File: src/rtl/nsm_pkg.sv
`timescale 1ns / 1ps

package nsm_pkg;

	// Action codes of an input item.
	localparam logic ACT_PIXEL = 1'b0;
	localparam logic ACT_DRAIN = 1'b1;

	// Configuration register indexes.
	localparam logic [1:0] CFG_IMAGE_WIDTH  = 2'd0;
	localparam logic [1:0] CFG_IMAGE_HEIGHT = 2'd1;

	// Normalised z of 1.0 in unsigned Q1.15.
	localparam logic [15:0] Z_ONE = 16'd32768;

	// Largest output code, standing for 1.0 in Q0.16.
	localparam logic [15:0] OUT_MAX = 16'hffff;

	// Half an LSB of a Q2.60 product cut to Q1.30, used for round half up.
	localparam logic [61:0] Q30_HALF = 62'd1 << 29;

	// One stream position passed from the front to the back.
	typedef struct packed {
		logic [15:0] z;
		logic        frame;
	} nsm_entry_t;

endpackage

File: src/rtl/nsm_queue.sv
`timescale 1ns / 1ps

module nsm_queue (
	input  logic                clk,
	input  logic                arst_n,
	input  logic                flush,
	input  logic                push,
	input  nsm_pkg::nsm_entry_t push_entry,
	output logic                full,
	input  logic                pop,
	output logic                head_valid,
	output nsm_pkg::nsm_entry_t head_entry
);

	localparam int DEPTH = 4;
	localparam int AW    = $clog2(DEPTH);

	nsm_pkg::nsm_entry_t entry_q [DEPTH];
	logic [AW-1:0]       wr_ptr_q;
	logic [AW-1:0]       rd_ptr_q;
	logic [AW:0]         count_q;

	assign full       = count_q == (AW+1)'(DEPTH);
	assign head_valid = count_q != '0;
	assign head_entry = entry_q[rd_ptr_q];

	always_ff @(posedge clk or negedge arst_n) begin
		if (!arst_n) begin
			wr_ptr_q <= '0;
			rd_ptr_q <= '0;
			count_q  <= '0;
		end else if (flush) begin
			wr_ptr_q <= '0;
			rd_ptr_q <= '0;
			count_q  <= '0;
		end else begin
			if (push) begin
				wr_ptr_q <= wr_ptr_q + 1'b1;
			end
			if (pop) begin
				rd_ptr_q <= rd_ptr_q + 1'b1;
			end
			if (push && !pop) begin
				count_q <= count_q + 1'b1;
			end else if (pop && !push) begin
				count_q <= count_q - 1'b1;
			end
		end
	end

	always_ff @(posedge clk) begin
		if (push) begin
			entry_q[wr_ptr_q] <= push_entry;
		end
	end

endmodule

File: config.mk
export PLATFORM = sky130hd
export DESIGN_NAME = nsm_queue
export DESIGN_NICKNAME = d
export VERILOG_FILES = /design/src/rtl/nsm_pkg.sv /design/src/rtl/nsm_queue.sv
export SDC_FILE = /design/constraint.sdc
export NUM_CORES = 1
export LEC_CHECK = 0
export BUFFER_PORTS_ARGS = -buffer_cell sky130_fd_sc_hd__buf_4
export CORE_MARGIN = 1
export CORE_UTILIZATION = 55
export CTS_CLUSTER_SIZE = 28
export DETAILED_ROUTE_END_ITERATION = 6
export PLACE_DENSITY = 0.77
export RECOVER_POWER = 50
export SLEW_MARGIN = 20
export SYNTH_ARGS = -nofsm -noshare
export SYNTH_HDL_FRONTEND = slang
export SYNTH_SLANG_ARGS = --single-unit
File: constraint.sdc
create_clock -name clk -period 1.8 [get_ports clk]
set_clock_uncertainty 0.1 [all_clocks]
set_input_delay 0.18 -clock clk [delete_from_list [all_inputs] [get_ports clk]]
set_output_delay 0.18 -clock clk [all_outputs]
set_load 0.01 [all_outputs]
# == Word-level counts from Yosys, hierarchy flattened ==
# Memories as Yosys holds them, arrays and structs flattened.
# Cells that the tools add are included.
# op_classes
n_eq_ne,1
reduce_logical,8
mux,9
addsub,4
# op_table
operator,count
$mux W3,3
$mux W2,4
$reduce_bool A3 Y1,2
$add A2 B1 Y2 const B,2
$reduce_bool A2 Y1,2
$add A3 B1 Y3 const B,1
$eq A3 B3 Y1 const B,1
$sub A3 B1 Y3 const B,1
$logic_and A1 B1 Y1,2
$logic_not A1 Y1,2
$mux W1,2
# totals
reg_bits,7
memories,1
word_cells,26
ramBits,68
output_inout_bits,19
in_bits,22
# mem_list
name,depth,word_bits,rd,rd_clocked_by_memory_dff,wr,line_no,rtl
entry_q,4,17,1,0,1,nsm_queue.sv:18,nsm_pkg::nsm_entry_t entry_q [DEPTH];

# == Logic depth before layout (Yosys ltp) ==
# logic_depth
ltp_word,5
mapped_depth,6
ltp_nobuf,5

# == Least setup slack after synthesis ==
# OpenSTA, ideal clock, no wires.
# synth_timing
kind,register to register
startpoint,register wr_ptr_q[0]
endpoint,memory entry_q[2][0] (netlist name) (enable)
synth_period_minus_slack_ps,1550
t_required_ps,1325
setup_slack_ps,250
path_stages_with_launch,4
arrival_time_ps,1075
n_path_buf,0
setup_time_ps,375
cell_sequence,dfrtp_1 inv_1 ha_1 and2_1
# synth_lines
element,line_no,rtl
"start, declared",nsm_queue.sv:19,logic [AW-1:0] wr_ptr_q;
"start signal, assigned",nsm_queue.sv:38,wr_ptr_q <= wr_ptr_q + 1'b1;
"end, declared",nsm_queue.sv:18,
# No word-level cell before the write port.

==> impl_metrics.yaml <==
sta:
  timing_worst_slew_pin_value_ps: 407.7
  final_period_minus_worst_setup_slack_ps: 1926
  finalSetupViolCount: 17
  final.setup.worst_slack_ps: -125.8
  rsz_0062_raised_after_global_routing: "yes"
  final_hold_viol_count: 0
  fmaxAchievable_mhz: 519.3
  timing.max_slew.rel_slack_pct: 72.82
  finalCritPeriodShare_pct: 107.0
  slew_viol_final: 0
  fin_hold_ws_ps: 62.25
clock_tree:
  cts_htree_levels: 3
  clk_transition_reported_paths_ps: 70
  cts_sinks: 75
  cts_max_path_buffers: 2
  clock_tree.root_cell: "sky130_fd_sc_hd__clkbuf_8"
  insertion_delay_ps: 330
  cts_tree: "done"
  cts_inserted_buffers: 9
critical_path:
  cp_required_ps: 1520
  timing.critical_path.to_type: "output port"
  critPathSlowestCell: "sky130_fd_sc_hd__mux4_2"
  cp_data_arrival_time_ps: 1650
  crit_path_max_fanout: 8
  crit_family: "multiplexers"
  start_kind: "register"
  timing_worst_setup_path_type: "register to output port"
  cp.buffers_inverters: 2
  worstPathCellList: "clkbuf_16, mux4_2, buf_6"
  critical_path.max_stage_delay_ps: 530
routing:
  detailedRoute.firstPassIterationCount: 4
  drc: 0
  vias_per_cell: 5.379
  drt-total-wl_mm: 5.425
  via_count: 1506
  avgRoutedWirePerCell_um: 19.38
  drt_iter0_drc: 109
  drt_antenna_net_count: 0
global_routing:
  overall_global_routing_resource_usage_pct: 21.52
  grt_start_max_net_pins: 18
  via_count_of_the_first_global_routing_pass: 1616
  grt_pass1_wl_mm: 7.997
  remaining_global_route_overflow: 0
  number_of_antenna_violations_at_the_first_check_in_global_routing: 0
floorplanning:
  die_area_um2: 5629
  pin_count: 41
  core-area_um2: 5107
  row_count: 26
  effective_utilization_at_floorplan_pct: 57.42
  die_w_um: 75.03
  die_h_um: 75.03
logic_synthesis:
  synth_nets: 159
  synth_flop_cell: "sky130_fd_sc_hd__edfxtp_1"
  cell_types_occupying_the_most_area_after_synthesis: "sky130_fd_sc_hd__edfxtp_1 70%, sky130_fd_sc_hd__mux4_1 8.1%, sky130_fd_sc_hd__mux4_2 6.1%, sky130_fd_sc_hd__dfrtp_1 6.0%, sky130_fd_sc_hd__ha_1 1.7%"
  yosysTopAreaCellShare_pct: 69.62
  synth.lib_cells_used.distinct: 25
  ys_async_sr_fraction_pct: 9.333
  synthesis.area_um2: 2933
  synthesis.yosys.warnings: 0
  seq_area_frac_synth_pct: 75.60
  post_synth_edffs: 68
  synthCells: 132
  synth_top_area_cell: "sky130_fd_sc_hd__edfxtp_1"
  syn_area_per_cell_um2: 22.22
  ys_seq_elements: 75
placed_design:
  buffer_ports.inserted: 40
  final_estimated_routing_congestion_in_global_placement: 0.6458
  detailed_placement_hpwl_mm: 3.170
  placed_cell_area_um2: 3329
  post-place-cells: 243
cells_and_area:
  area_delta_synth_final_pct: 27.77
  layout_commonest_cell: "sky130_fd_sc_hd__edfxtp_1"
  fillers: 333
  post_layout_nonfiller_instances: 280
  drive_above_1_share_pct: 29.52
  layout.cells.most_common_list: "68 x sky130_fd_sc_hd__edfxtp_1, 19 x sky130_fd_sc_hd__dlygate4sd3_1, 18 x sky130_fd_sc_hd__clkbuf_1, 17 x sky130_fd_sc_hd__mux4_2, 16 x sky130_fd_sc_hd__buf_6"
  multi_input_comb_area_um2: 623.1
  final_nets: 232
  register_area_um2: 2218
  antennaDiodeCount: 0
  fin_area_um2: 3747
flow_run:
  timing.max_cap.violations: 0
run_status:
  run_status: "finished with violations"
  failed_checks: "negative setup slack"
power_and_ir_drop:
  maximum_vdd_ir_drop_uv: 685.2
  static-leakage-power_uw: 0.001320
  power.density_nw_per_um2: 1082
worst_hold_path:
  worst_hold_path_type: "primary input to register"
[tightest hold or removal path: cells and delay by family]
family / cells / cell delay (ps)
XOR/XNOR: 1 / 70
AND/OR/NAND/NOR: 1 / 80
buffers and inverters: 1 / 130
[through the flow]
| step | setup WS, ps | TNS (ps) | util, % | total power (uW) |
|---|---|---|---|---|
| finish | -125.8 | -1618 | 73.37 | 4055 |
| global route | -173.9 | -2536 | 73.37 | 4197 |
| CTS | -152.5 | -1875 | 74.08 | 4064 |
| detailed placement | 146.8 | 0 | 65.19 | 2535 |
| global placement | 192.8 | 0 | 65.19 | 2504 |
| floorplan | 250.0 | 0 | - | 2316 |
[Yosys cell counts, types with 2 or more instances]
cell type / count
sky130_fd_sc_hd__nor3b_1: 2
sky130_fd_sc_hd__mux4_2: 8
sky130_fd_sc_hd__inv_1: 4
sky130_fd_sc_hd__buf_2: 2
sky130_fd_sc_hd__xor2_1: 2
sky130_fd_sc_hd__nor2_1: 6
sky130_fd_sc_hd__mux4_1: 9
sky130_fd_sc_hd__edfxtp_1: 68
sky130_fd_sc_hd__dfrtp_1: 7
sky130_fd_sc_hd__and2_1: 4
sky130_fd_sc_hd__xnor2_1: 3
sky130_fd_sc_hd__ha_1: 4
[cell type report]
| class | instances | area share, % |
|---|---|---|
| multi-input cells | 48 | 16.63 |
| flip-flops and latches | 75 | 59.20 |
| well taps | 70 | 2.337 |
| clock buffers | 9 | 3.306 |
| inverters | 4 | 0.4007 |
| repair buffers | 67 | 15.29 |
| clock inverters | 7 | 2.838 |
[path summary, 6_finish.rpt]
check                             from        endpoint  slack (ps)  cells after the start
setup / recovery           rd_ptr_q[0]  head_entry[15]        -130                      3
hold / removal                     pop     rd_ptr_q[0]          60                      3
setup reg to reg            count_q[0]      count_q[2]         170                      5
hold reg to reg            rd_ptr_q[1]     rd_ptr_q[1]         480                      2
max in group asynchronous       arst_n     rd_ptr_q[0]        1100                      2
min in group asynchronous       arst_n      count_q[1]         190                      2
[state kept, by name, summed over array words and instances (netlist names)]
signal    count
count_q       3
rd_ptr_q      2
entry_q      68
wr_ptr_q      2
[metal layers]
layer | global-route usage (%) | up-vias | part of all wire, %
li1 | - | 672 | -
met1 | 23.47 | 777 | 38
met2 | 37.34 | 44 | 56
met3 | 4.418 | 13 | 3.2
met4 | 15.72 | 0 | 2.8
met5 | 0 | - | 0
[report_power, final]
part | total [uW] | internal (uW) | switching (uW) | leakage, uW
registers | 2030 | 2000 | 37.1 | 0.000715
clock network | 1470 | 904 | 565 | 0.000116
logic | 553 | 306 | 248 | 0.000489
total | 4050 | 3210 | 849 | 0.00132
[cells by family (layout without fill, tap and decap cells)]
group | Yosys count | after routing | synth area share [%]
DFF | 75 | 75 | 75.60
muxes | 18 | 18 | 14.55
and+or+nand+nor | 18 | 18 | 3.370
buffers and inverters | 9 | 87 | 2.176
adders and majority gates | 5 | 5 | 2.389
xor gates and xnor gates | 5 | 5 | 1.493
AOI/OAI and AO/OA | 2 | 2 | 0.4266
[timing repair]
item                                    in CTS  in global routing
endpoints found under the setup margin      17                 18
hold buffers                                19                  0
buffers inserted                             1                  0
resized for setup                           17                 10
endpoints found under the hold margin       82                  0
gates cloned                                 0                  1
(Power assumes the default switching activity.)
