<file path="config.mk">
export PLATFORM = sky130hd
export DESIGN_NAME = nsm_front
export DESIGN_NICKNAME = d
export VERILOG_FILES = /design/src/rtl/nsm_pkg.sv /design/src/rtl/nsm_decode.sv /design/src/rtl/nsm_front.sv
export SDC_FILE = /design/constraint.sdc
export NUM_CORES = 1
export LEC_CHECK = 0
export BUFFER_PORTS_ARGS = -buffer_cell sky130_fd_sc_hd__buf_2
export CORE_UTILIZATION = 54
export DETAILED_ROUTE_END_ITERATION = 7
export GPL_TIMING_DRIVEN = 0
export PLACE_DENSITY = 0.71
export SLEW_MARGIN = 10
export SYNTH_ARGS = -nofsm -noshare
export SYNTH_HDL_FRONTEND = slang
export SYNTH_SLANG_ARGS = --single-unit
</file>
<file path="constraint.sdc">
create_clock -name clk -period 14.1 [get_ports clk]
set_clock_uncertainty 0.1 [all_clocks]
set_input_delay 1.41 -clock clk [delete_from_list [all_inputs] [get_ports clk]]
set_output_delay 1.41 -clock clk [all_outputs]
set_load 0.02 [all_outputs]
</file>
<file path="src/rtl/nsm_pkg.sv">
`timescale 1ns / 1ps

package nsm_pkg;

	// Action codes of an input item.
	localparam logic ACT_PIXEL = 1'b0;
	localparam logic ACT_DRAIN = 1'b1;

	// Configuration register indexes.
	localparam logic [1:0] CFG_IMAGE_WIDTH  = 2'd0;
	localparam logic [1:0] CFG_IMAGE_HEIGHT = 2'd1;

	// Normalised z of 1.0 in unsigned Q1.15.
	localparam logic [15:0] Z_ONE = 16'd32768;

	// Largest output code, standing for 1.0 in Q0.16.
	localparam logic [15:0] OUT_MAX = 16'hffff;

	// Half an LSB of a Q2.60 product cut to Q1.30, used for round half up.
	localparam logic [61:0] Q30_HALF = 62'd1 << 29;

	// One stream position passed from the front to the back.
	typedef struct packed {
		logic [15:0] z;
		logic        frame;
	} nsm_entry_t;

endpackage

</file>
<file path="src/rtl/nsm_decode.sv">
`timescale 1ns / 1ps

module nsm_decode (
	input  logic        clk,
	input  logic        arst_n,
	input  logic        start,
	input  logic [29:0] word,
	output logic        done,
	output logic [15:0] z
);

	localparam logic [1:0] D_IDLE = 2'd0;
	localparam logic [1:0] D_DIV  = 2'd1;
	localparam logic [1:0] D_SQRT = 2'd2;
	localparam logic [1:0] D_DONE = 2'd3;

	logic [1:0]         state_q;
	logic [5:0]         cnt_q;
	logic [21:0]        s_q;
	logic [21:0]        rem_q;
	logic [32:0]        dvd_q;
	logic [31:0]        q_q;
	logic [33:0]        x_q;
	logic [16:0]        root_q;
	logic [19:0]        srem_q;
	logic [15:0]        z_q;

	logic signed [11:0] ax, ay, az;
	logic [23:0]        ax2, ay2, az2;
	logic [21:0]        s_sum;
	logic [22:0]        div_try;
	logic               div_ge;
	logic [21:0]        sq_v;
	logic [21:0]        sq_trial;
	logic               sq_ge;
	logic [16:0]        root_fin;
	logic [17:0]        z_round;

	// Each component c stands for (2c - 1023) / 1023; the common scale cancels.
	assign ax = $signed({1'b0, word[9:0], 1'b0}) - 12'sd1023;
	assign ay = $signed({1'b0, word[19:10], 1'b0}) - 12'sd1023;
	assign az = $signed({1'b0, word[29:20], 1'b0}) - 12'sd1023;
	assign ax2 = 24'(ax) * 24'(ax);
	assign ay2 = 24'(ay) * 24'(ay);
	assign az2 = 24'(az) * 24'(az);
	assign s_sum = 22'(ax2[19:0]) + 22'(ay2[19:0]) + 22'(az2[19:0]);

	// Restoring division of az^2 * 2^32 by s, one quotient bit per cycle.
	assign div_try = {rem_q, dvd_q[32]};
	assign div_ge  = div_try >= {1'b0, s_q};

	// Digit-by-digit square root, two radicand bits per cycle.
	assign sq_v     = {srem_q, x_q[33:32]};
	assign sq_trial = {3'b000, root_q, 2'b01};
	assign sq_ge    = sq_v >= sq_trial;
	assign root_fin = {root_q[15:0], sq_ge};
	assign z_round  = (18'(root_fin) + 18'd1) >> 1;

	always_ff @(posedge clk or negedge arst_n) begin
		if (!arst_n) begin
			state_q <= D_IDLE;
			cnt_q   <= '0;
		end else begin
			case (state_q)
				D_IDLE: begin
					if (start) begin
						if (az[11] || az == 12'sd0) begin
							state_q <= D_DONE;
						end else begin
							state_q <= D_DIV;
							cnt_q   <= 6'd32;
						end
					end
				end
				D_DIV: begin
					if (cnt_q == '0) begin
						state_q <= D_SQRT;
						cnt_q   <= 6'd16;
					end else begin
						cnt_q <= cnt_q - 6'd1;
					end
				end
				D_SQRT: begin
					if (cnt_q == '0) begin
						state_q <= D_DONE;
					end else begin
						cnt_q <= cnt_q - 6'd1;
					end
				end
				D_DONE: begin
					state_q <= D_IDLE;
				end
				default: begin
					state_q <= D_IDLE;
				end
			endcase
		end
	end

	always_ff @(posedge clk) begin
		case (state_q)
			D_IDLE: begin
				if (start) begin
					z_q   <= '0;
					s_q   <= s_sum;
					rem_q <= 22'(az2[19:1]);
					dvd_q <= {az2[0], 32'd0};
					q_q   <= '0;
				end
			end
			D_DIV: begin
				rem_q <= div_ge ? 22'(div_try - {1'b0, s_q}) : div_try[21:0];
				q_q   <= {q_q[30:0], div_ge};
				dvd_q <= dvd_q << 1;
				if (cnt_q == '0) begin
					x_q    <= {1'b0, q_q, div_ge};
					root_q <= '0;
					srem_q <= '0;
				end
			end
			D_SQRT: begin
				srem_q <= sq_ge ? 20'(sq_v - sq_trial) : sq_v[19:0];
				root_q <= root_fin;
				x_q    <= x_q << 2;
				if (cnt_q == '0) begin
					z_q <= (z_round > 18'(nsm_pkg::Z_ONE)) ? nsm_pkg::Z_ONE : z_round[15:0];
				end
			end
			default: begin
			end
		endcase
	end

	assign done = state_q == D_DONE;
	assign z    = z_q;

endmodule

</file>
<file path="src/rtl/nsm_front.sv">
`timescale 1ns / 1ps

module nsm_front #(
	parameter int MAX_WIDTH  = 1024,
	parameter int MAX_HEIGHT = 1024
) (
	input  logic                              clk,
	input  logic                              arst_n,
	input  logic                              restart,
	input  logic [$clog2(MAX_WIDTH+1)-1:0]    img_w,
	input  logic [$clog2(MAX_HEIGHT+1)-1:0]   img_h,
	input  logic                              in_valid,
	output logic                              in_ready,
	input  logic                              action,
	input  logic [31:0]                       normal_word,
	output logic                              push_valid,
	output nsm_pkg::nsm_entry_t               push_entry,
	input  logic                              push_full
);

	localparam int WW = $clog2(MAX_WIDTH + 1);
	localparam int HW = $clog2(MAX_HEIGHT + 1);
	localparam int CB = $clog2(MAX_WIDTH);
	localparam int RB = $clog2(MAX_HEIGHT);
	localparam int GW = $clog2(MAX_WIDTH + 2);

	localparam logic [1:0] F_IDLE = 2'd0;
	localparam logic [1:0] F_DEC  = 2'd1;
	localparam logic [1:0] F_PUT  = 2'd2;

	logic [1:0]    state_q;
	logic [CB-1:0] in_col_q;
	logic [RB-1:0] in_row_q;
	logic [GW-1:0] gap_q;
	logic          has_frame_q;
	logic [15:0]   z_hold_q;

	logic          accept;
	logic          is_pixel;
	logic          at_start;
	logic          pending;
	logic          frame_push;
	logic          any_push;
	logic          dec_done;
	logic [15:0]   dec_z;
	logic [WW-1:0] col_nx;
	logic [HW-1:0] row_nx;

	assign in_ready = state_q == F_IDLE && !push_full;
	assign accept   = in_valid && in_ready;
	assign is_pixel = action == nsm_pkg::ACT_PIXEL;
	assign at_start = in_col_q == '0 && in_row_q == '0;

	// A frame position stays pending until w+1 further positions have gone by,
	// so results are still owed exactly while the last frame position is that recent.
	assign pending    = has_frame_q && gap_q <= GW'(img_w);
	assign frame_push = is_pixel || !at_start;
	assign any_push   = frame_push || pending;

	assign col_nx = WW'(in_col_q) + 1'b1;
	assign row_nx = HW'(in_row_q) + 1'b1;

	nsm_decode u_decode (
		.clk    (clk),
		.arst_n (arst_n),
		.start  (accept && is_pixel),
		.word   (normal_word[29:0]),
		.done   (dec_done),
		.z      (dec_z)
	);

	always_ff @(posedge clk or negedge arst_n) begin
		if (!arst_n) begin
			state_q     <= F_IDLE;
			in_col_q    <= '0;
			in_row_q    <= '0;
			gap_q       <= '0;
			has_frame_q <= 1'b0;
		end else if (restart) begin
			state_q     <= F_IDLE;
			in_col_q    <= '0;
			in_row_q    <= '0;
			gap_q       <= '0;
			has_frame_q <= 1'b0;
		end else begin
			case (state_q)
				F_IDLE: begin
					if (accept && is_pixel) begin
						state_q <= F_DEC;
					end
				end
				F_DEC: begin
					if (dec_done) begin
						state_q <= F_PUT;
					end
				end
				F_PUT: begin
					if (!push_full) begin
						state_q <= F_IDLE;
					end
				end
				default: begin
					state_q <= F_IDLE;
				end
			endcase

			if (accept && any_push) begin
				if (frame_push) begin
					gap_q       <= '0;
					has_frame_q <= 1'b1;
					if (col_nx >= img_w) begin
						in_col_q <= '0;
						in_row_q <= (row_nx >= img_h) ? '0 : RB'(row_nx);
					end else begin
						in_col_q <= CB'(col_nx);
					end
				end else if (gap_q <= GW'(img_w)) begin
					gap_q <= gap_q + 1'b1;
				end
			end
		end
	end

	always_ff @(posedge clk) begin
		if (state_q == F_DEC && dec_done) begin
			z_hold_q <= dec_z;
		end
	end

	always_comb begin
		if (state_q == F_PUT) begin
			push_valid       = !push_full;
			push_entry.z     = z_hold_q;
			push_entry.frame = 1'b1;
		end else begin
			push_valid       = accept && !is_pixel && any_push;
			push_entry.z     = '0;
			push_entry.frame = frame_push;
		end
	end

endmodule

</file>
# [Word level (Yosys, flattened, before mapping)]
# Index checks and enable logic that the tools add are counted.
[totals] ff_bits=254 input_bits=60 elab_cells=140
[classes] n_addsub=12 mul=3 n_lt_le_gt_ge=6 n_eq_ne=13 n_mux=51 bitwise_logic=1 n_reduce_logical=38
[ops] cell="10-bit 2-to-1 mux" count=9
[ops] cell="34-bit case mux with 2 select lines" count=1
[ops] cell="33-bit case mux with 2 select lines" count=1
[ops] cell="32-bit case mux with 2 select lines" count=1
[ops] cell="12-bit by 12-bit multiplier with 20-bit output" count=3
[ops] cell="16-bit 2-to-1 mux" count=3
[ops] cell="11-bit 2-to-1 mux" count=4
[ops] cell="22-bit 2-to-1 mux" count=2
[ops] cell="22-bit case mux with 2 select lines" count=1
[ops] cell="20-bit 2-to-1 mux" count=2
[ops] cell="20-bit case mux with 2 select lines" count=1
[ops] cell="11-bit by 10-bit subtractor with 12-bit output, second input constant" count=3
[ops] cell="17-bit 2-to-1 mux" count=2
[ops] cell="34-bit 2-to-1 mux" count=1
[ops] cell="17-bit case mux with 2 select lines" count=1
[ops] cell="33-bit 2-to-1 mux" count=1
[ops] cell="32-bit 2-to-1 mux" count=1
[ops] cell="16-bit case mux with 2 select lines" count=1
[ops] cell="6-bit 2-to-1 mux" count=4
[ops] cell="23-bit by 22-bit greater-or-equal comparator with 1-bit output" count=1
[ops] cell="10-bit by 1-bit adder with 11-bit output, second input constant" count=2
[ops] cell="22-bit by 20-bit adder with 22-bit output" count=1
[ops] cell="11-bit greater-or-equal comparator" count=2
[ops] cell="22-bit by 19-bit greater-or-equal comparator with 1-bit output" count=1
[ops] cell="32 further kinds" count=75

# [Logic depth before layout (Yosys ltp)]
# Gate-level depths: netlist of run 1.
[depth] depth_word=8 depth_mapped=35 depth_no_buf=35

# [By module]
# Synthesis of run 1 repeated with hierarchy kept, for this count alone.
[unflattened] hier_cells=2713 hier_area_um2=26206.4
[by_module_without_submodules] module="nsm_decode" n_inst=1 cells_each=2348 area_each_um2=22698.0
[by_module_without_submodules] module="nsm_front" n_inst=1 cells_each=365 area_each_um2=3508.4

# [Least setup slack after synthesis of run 1]
# OpenSTA, ideal clock, no wires.
[synth_path] path_type="in2reg" start="in normal_word[1]" end="reg u_decode.s_q[19], data pin" setup_time_ps=258 arrival_ps=8121 path_slack_ps=5621 stages=32 path_buffers=1 path_cell_list="clkbuf_1 -> inv_1 -> nor2_1 -> inv_1 -> fa_1 -> inv_1 -> ha_1 -> fa_1 -> inv_1 -> fa_1 -> fa_1 -> inv_1 -> ha_1 -> a21oi_1 -> nor2b_1 -> o21a_1 -> or3_1 -> a31oi_1 -> xnor2_1 -> ha_1 -> nor2b_1 -> a31oi_1 -> nand2b_1 -> a21oi_1 -> xnor2_1 -> ha_1 -> a211o_1 -> o41ai_2 -> o311a_1 -> nand2b_1 -> a21oi_1 -> xnor2_1"
[synth_between] elab_chain_len=4
[synth_lines] element="start: declaration" line_no="nsm_front.sv:15" rtl="input logic [31:0] normal_word,"
[synth_lines] element="11-bit by 10-bit subtractor with 12-bit output" line_no="nsm_decode.sv:40" rtl="assign ax = $signed({1'b0, word[9:0], 1'b0}) - 12'sd1023;"
[synth_lines] element="12-bit by 12-bit multiplier with 20-bit output" line_no="nsm_decode.sv:43" rtl="assign ax2 = 24'(ax) * 24'(ax);"
[synth_lines] element="20-bit by 20-bit adder with 21-bit output" line_no="nsm_decode.sv:46" rtl="assign s_sum = 22'(ax2[19:0]) + 22'(ay2[19:0]) + 22'(az2[19:0]);"
[synth_lines] element="22-bit by 20-bit adder with 22-bit output" line_no="nsm_decode.sv:46"
[synth_lines] element="named net u_decode.s_sum[19]" line_no="nsm_decode.sv:30" rtl="logic [21:0] s_sum;"
[synth_lines] element="end signal: assignment" line_no="nsm_decode.sv:105" rtl="s_q <= s_sum;"
[synth_lines] element="end: declaration" line_no="nsm_decode.sv:19" rtl="logic [21:0] s_q;"
# The timed path passes the listed nets, and every way through them passes these cells.
# A chain may end at the register's enable or synchronous reset.

# [Worst setup path after layout of run 1]
[layout_path] start="in normal_word[3]" end="reg u_decode.s_q[19], data pin"
# Same word-level chain as after synthesis.

==> results of run 1 <==
-- metal layers --
metal,track usage,up-vias,part of all wire
li1,-,8853,-
met3,0.0142,104,0.031
met2,0.403,376,0.50
met1,0.278,8955,0.43
met5,0,-,0
met4,0.0814,0,0.033
-- sequential cells by signal, summed over array words and instances (netlist names) --
register	cells
u_decode.root_q	17
u_decode.x_q	34
has_frame_q	1
u_decode.cnt_q	6
u_decode.state_q	2
state_q	2
u_decode.dvd_q	1
u_decode.z	16
gap_q	11
u_decode.rem_q	22
u_decode.s_q	20
u_decode.q_q	32
in_col_q	10
z_hold_q	16
in_row_q	10
u_decode.srem_q	20
-- path summary, 6_finish.rpt --
| kind | endpoint | from |
|---|---|---|
| max | u_decode.s_q[19] | normal_word[3] |
| max reg2reg | u_decode.z[10] | u_decode.root_q[0] |
| min | z_hold_q[12] | u_decode.z[12] |
| min reg2reg | z_hold_q[12] | u_decode.z[12] |
| min in group asynchronous | in_col_q[8] | arst_n |
| max in group asynchronous | has_frame_q | arst_n |
-- area by class of cell --
type / count / area [µm²] / area share
Sequential cell: 220 / 6400 / 0.229
Clock inverter: 14 / 113 / 0.00403
Buffer: 55 / 240 / 0.00859
Inverter: 543 / 2040 / 0.0729
Clock buffer: 29 / 651 / 0.0233
Multi-Input combinational cell: 1834 / 17300 / 0.617
Timing Repair Buffer: 80 / 505 / 0.0181
Tap cell: 607 / 759 / 0.0272
-- cell usage after synthesis, types with 31 or more instances --
cell,instances
inv_1,541
fa_1,289
ha_1,277
nor2_1,183
edfxtp_1,178
nand2_1,158
xnor2_1,149
a21oi_1,87
and2_1,83
o21ai_0,77
a21o_1,47
xor2_1,45
clkbuf_1,42
dfrtp_1,42
nand3_1,40
mux2_2,34
nor3_1,31
-- through the flow --
step	cell area (µm²)	hold slack, ps	worst slack (ps)	util
floorplan	25900	300	5620	-
global placement	27000	303	4310	0.576
detailed placement	27200	305	4420	0.579
CTS	28000	319	4960	0.595
global route	28000	323	4480	0.595
finish	28000	316	4970	0.595
-- critical path: cells and delay by family --
kind | cells | cell delay [ps]
adders and majority gates | 8 | 2980
AOI/OAI and AO/OA | 10 | 2420
and+or+nand+nor | 6 | 1040
buffers and inverters | 7 | 1030
xor gates and xnor gates | 3 | 400
-- logic make-up (layout without fill, tap and decap cells) --
kind of cell / count (synthesis) / in the layout / share of synthesized area
adders and majority gates: 566 / 566 / 0.357
DFF: 220 / 220 / 0.247
buffers and inverters: 598 / 721 / 0.0880
muxes: 64 / 64 / 0.0264
and+or+nand+nor: 637 / 637 / 0.118
AOI/OAI and AO/OA: 373 / 373 / 0.0975
xor gates and xnor gates: 194 / 194 / 0.0656
==> impl_metrics.tcl, run 1 <==
set metrics [dict create \
    synth-main-ff-cell "edfxtp_1" \
    worstSetupStartpointType "primary input" \
    period_minus_slack_ps 9130 \
    drive_above_1_share 0.0753 \
    area_growth_pct 7.98 \
    routed_wirelength_mm 52.4 \
    gp_congestion 0.906 \
    cap_violations 0 \
    die-area_um2 48800 \
    synth_area_leader_cell "fa_1" \
    synth_nets 3278 \
    antenna_found_initial 0 \
    fillers 3922 \
    yosys-top-cells-area "fa_1, edfxtp_1, ha_1, inv_1, xnor2_1" \
    clk_pin_slew_ps 60 \
    slew_viol_final 0 \
    period_share 0.648 \
    rrSetupSlack_ps 9690 \
    synthArstFlopShare 0.191 \
    netlist_area_um2 25900 \
    slew_headroom 0.353 \
    ys_warn_count 0 \
    route.detailed.drc 0 \
    synth_edf_count 178 \
    cts_setup_buffers 0 \
    final-setup-viol-count 0 \
    io_pins 79 \
    rsz0062_at_grt "false" \
    min_path_type "reg -> reg" \
    layout_commonest_cell "inv_1" \
    grt_first_pass_wirelength_mm 90.5 \
    grt_max_degree 43 \
    critPathMaxStageDelay_ps 530 \
    mostFrequentLayoutCells "inv_1, fa_1, ha_1" \
    hpwl_mm 43.5 \
    cts_hold_buf 0 \
    hold_violations 0 \
    via_per_inst 5.41 \
    cts_tree "built" \
    drtIter0Drc 832 \
    die_w_um 221 \
    crit_required_ps 14270 \
    grtUsageTotal 0.222 \
    holdPathStages 0 \
    first_pass_iters 5 \
    wire_per_inst_um 15.5 \
    worstSkewPairLatency_ps 540 \
    postSynthCellCount 2652 \
    insertedDiodeCount 0 \
    fin_nets 3384 \
    syn_avg_cell_area_um2 9.76 \
    path_class "in -> reg" \
    core-area_um2 47000 \
    initial_core_util 0.551 \
    yosysSeqAreaShare 0.247 \
    cpMaxStageDelayCell "fa_1" \
    stdcell_count 3382 \
    status "completed" \
    fin_setup_tns_ps 0 \
    reg2reg_depth 19 \
    cts_resized 0 \
    grt.overflow.total 0 \
    critPathArrivalTime_ps 9300 \
    dp_cells 3339 \
    yosysTopAreaCellShare 0.223 \
    drtAntennaViolNets 0 \
    numCtsBuffers 24 \
    path_max_fanout 8 \
    clockBufferDepth 3 \
    yosys.cell_types.count 77 \
    crit_path_end_kind "flop" \
    grt_pass1_vias 19600 \
    tightest_slew_ps 970 \
    port_buffers 75 \
    clock.fmax_mhz 109 \
    cts.root.buffer_cell "clkbuf_16" \
    synth_seq_cells 220 \
    h-tree-depth 1 \
    rows 79 \
    cts_sinks 220 \
    vias 18300 \
    die_height_um 221 \
]
Power of run 1 is not shown: default switching activity piles up to over one toggle a cycle in this logic, so the estimate is an artifact.
==> run 2, diff against run 1 <==
- PLACE_DENSITY: 0.71 -> 0.73
- clock period: 14.1 -> 8 ns (I/O delays scaled with it)
==> run 2 against run 1 <==
  * Design area grew 0.77%
  * Count of clock-buffer cells in the layout shrank 4
  * Critical path depth is the same
  * Sequential share of layout area shrank 0.17 points
  * Setup slack lost 4700 ps
  * Global-route usage is essentially flat
  * Sequential cell count is the same
  * Worst hold slack gained 1.7 ps
  * Wire length grew 0.97%
  * Cell count grew 0.12%
  * Critical path type unchanged
  * Critical endpoint is now u_decode.s_q[20]
  * Largest cell class unchanged
  * Highest routed layer unchanged
==> impl_metrics.tcl, run 2 (synthesis gave the netlist of run 1 again) <==
set metrics [dict create \
    path_class "in -> reg" \
    cap_violations 0 \
    period_minus_slack_ps 7760 \
    cts.root.buffer_cell "clkbuf_16" \
    multi_input_area_um2 17400 \
    routed_wirelength_mm 52.9 \
    grt_first_pass_wirelength_mm 91.2 \
    period_share 0.969 \
    layout_commonest_cell "inv_1" \
    clockBufferDepth 3 \
    regArea_um2 6400 \
    hpwl_mm 43.3 \
    rrSetupSlack_ps 3490 \
    wire_per_inst_um 15.6 \
    crit_path_end_kind "flop" \
    vias 18500 \
    grt_max_degree 43 \
    drtIter0Drc 894 \
    grt.overflow.total 0 \
    critPathArrivalTime_ps 7920 \
    die_height_um 221 \
    rows 79 \
    fillers 3878 \
    hold_violations 0 \
    crit_top_cell "inv_1" \
    slew_headroom 0.370 \
    core-area_um2 47000 \
    place_ws_ps -960 \
    clk_pin_slew_ps 60 \
    first_pass_iters 6 \
    fin_nets 3389 \
    cts_sinks 220 \
    numCtsBuffers 23 \
    cts_tree "built" \
    insertedDiodeCount 0 \
    largest_register_ffs 34 \
    via_per_inst 5.46 \
    clock.fmax_mhz 129 \
    mostFrequentLayoutCells "inv_1, fa_1, ha_1" \
    port_buffers 75 \
    final-setup-viol-count 0 \
    slew_viol_final 0 \
    fin_setup_tns_ps 0 \
    drive_above_1_share 0.0914 \
    route.detailed.drc 0 \
    setup_ws_ps 244 \
    crit_required_ps 8160 \
    initial_core_util 0.551 \
    die-area_um2 48800 \
    path_max_fanout 10 \
    gp_congestion 0.907 \
    grtUsageTotal 0.222 \
    cpMaxStageDelayCell "fa_1" \
    die_w_um 221 \
    io_pins 79 \
    antenna_found_initial 0 \
    critPathMaxStageDelay_ps 530 \
    largest_register "u_decode.x_q" \
    area_growth_pct 8.80 \
    grt_pass1_vias 19700 \
    h-tree-depth 1 \
    status "completed" \
    worstSetupStartpointType "primary input" \
    drtAntennaViolNets 0 \
    tightest_slew_ps 945 \
    min_path_type "reg -> reg" \
    reg_top3 "u_decode.x_q x34, u_decode.q_q x32, u_decode.rem_q x22" \
    worstSkewPairLatency_ps 510 \
]
==> run 2: per-layer routing <==
metal	global-route usage	up-vias	wire length, µm
met1	0.275	9121	22200
met4	0.0706	0	1570
li1	-	8873	-
met5	0	-	0
met2	0.411	388	27400
met3	0.0157	108	1820
==> run 2: what timing repair did <==
action | CTS | global route
setup endpoints to repair | 7 | 7
buffers inserted | 0 | 12
pin swaps | 2 | 12
gates resized for setup | 10 | 45
hold buffers | 0 | 0
==> run 2: path summary, 6_finish.rpt <==
check / startpoint / to / cells after the start
max in group asynchronous: arst_n / in_row_q[1] / 1
min in group asynchronous: arst_n / in_col_q[6] / 1
worst max-delay path: normal_word[13] / u_decode.s_q[20] / 34
worst min register to register: u_decode.z[15] / z_hold_q[15] / 0
worst min-delay path: u_decode.z[15] / z_hold_q[15] / 0
worst max register to register: u_decode.root_q[0] / u_decode.z[13] / 19
==> run 2: area by class of cell <==
type,count,area share
timing repair buffer,91,0.0201
clock inverter,16,0.00564
tap,607,0.0270
clock buffer,25,0.0211
buffer,50,0.00862
multi-input combinational,1834,0.618
inverter,543,0.0728
sequential,220,0.227
==> run 2: worst max-delay path, delay by kind of cell <==
| family | cells | cell delay (ps) |
|---|---|---|
| buffers and inverters | 6 | 650 |
| and+or+nand+nor | 6 | 1000 |
| adders and majority gates | 8 | 3090 |
| AOI/OAI and AO/OA | 11 | 2050 |
| xor gates and xnor gates | 3 | 340 |
==> run 2: stage by stage <==
step / cells / cell area (µm²) / hold WS, ps / util
detailed placement: 3338 / 27200 / 305 / 0.578
finish: 3386 / 28200 / 318 / 0.600
global placement: 3334 / 27000 / 302 / 0.576
floorplan: 2652 / 25900 / 300 / -
global route: 3386 / 28200 / 324 / 0.600
CTS: 3375 / 27900 / 318 / 0.595
Power of run 2 is left out for the same reason.
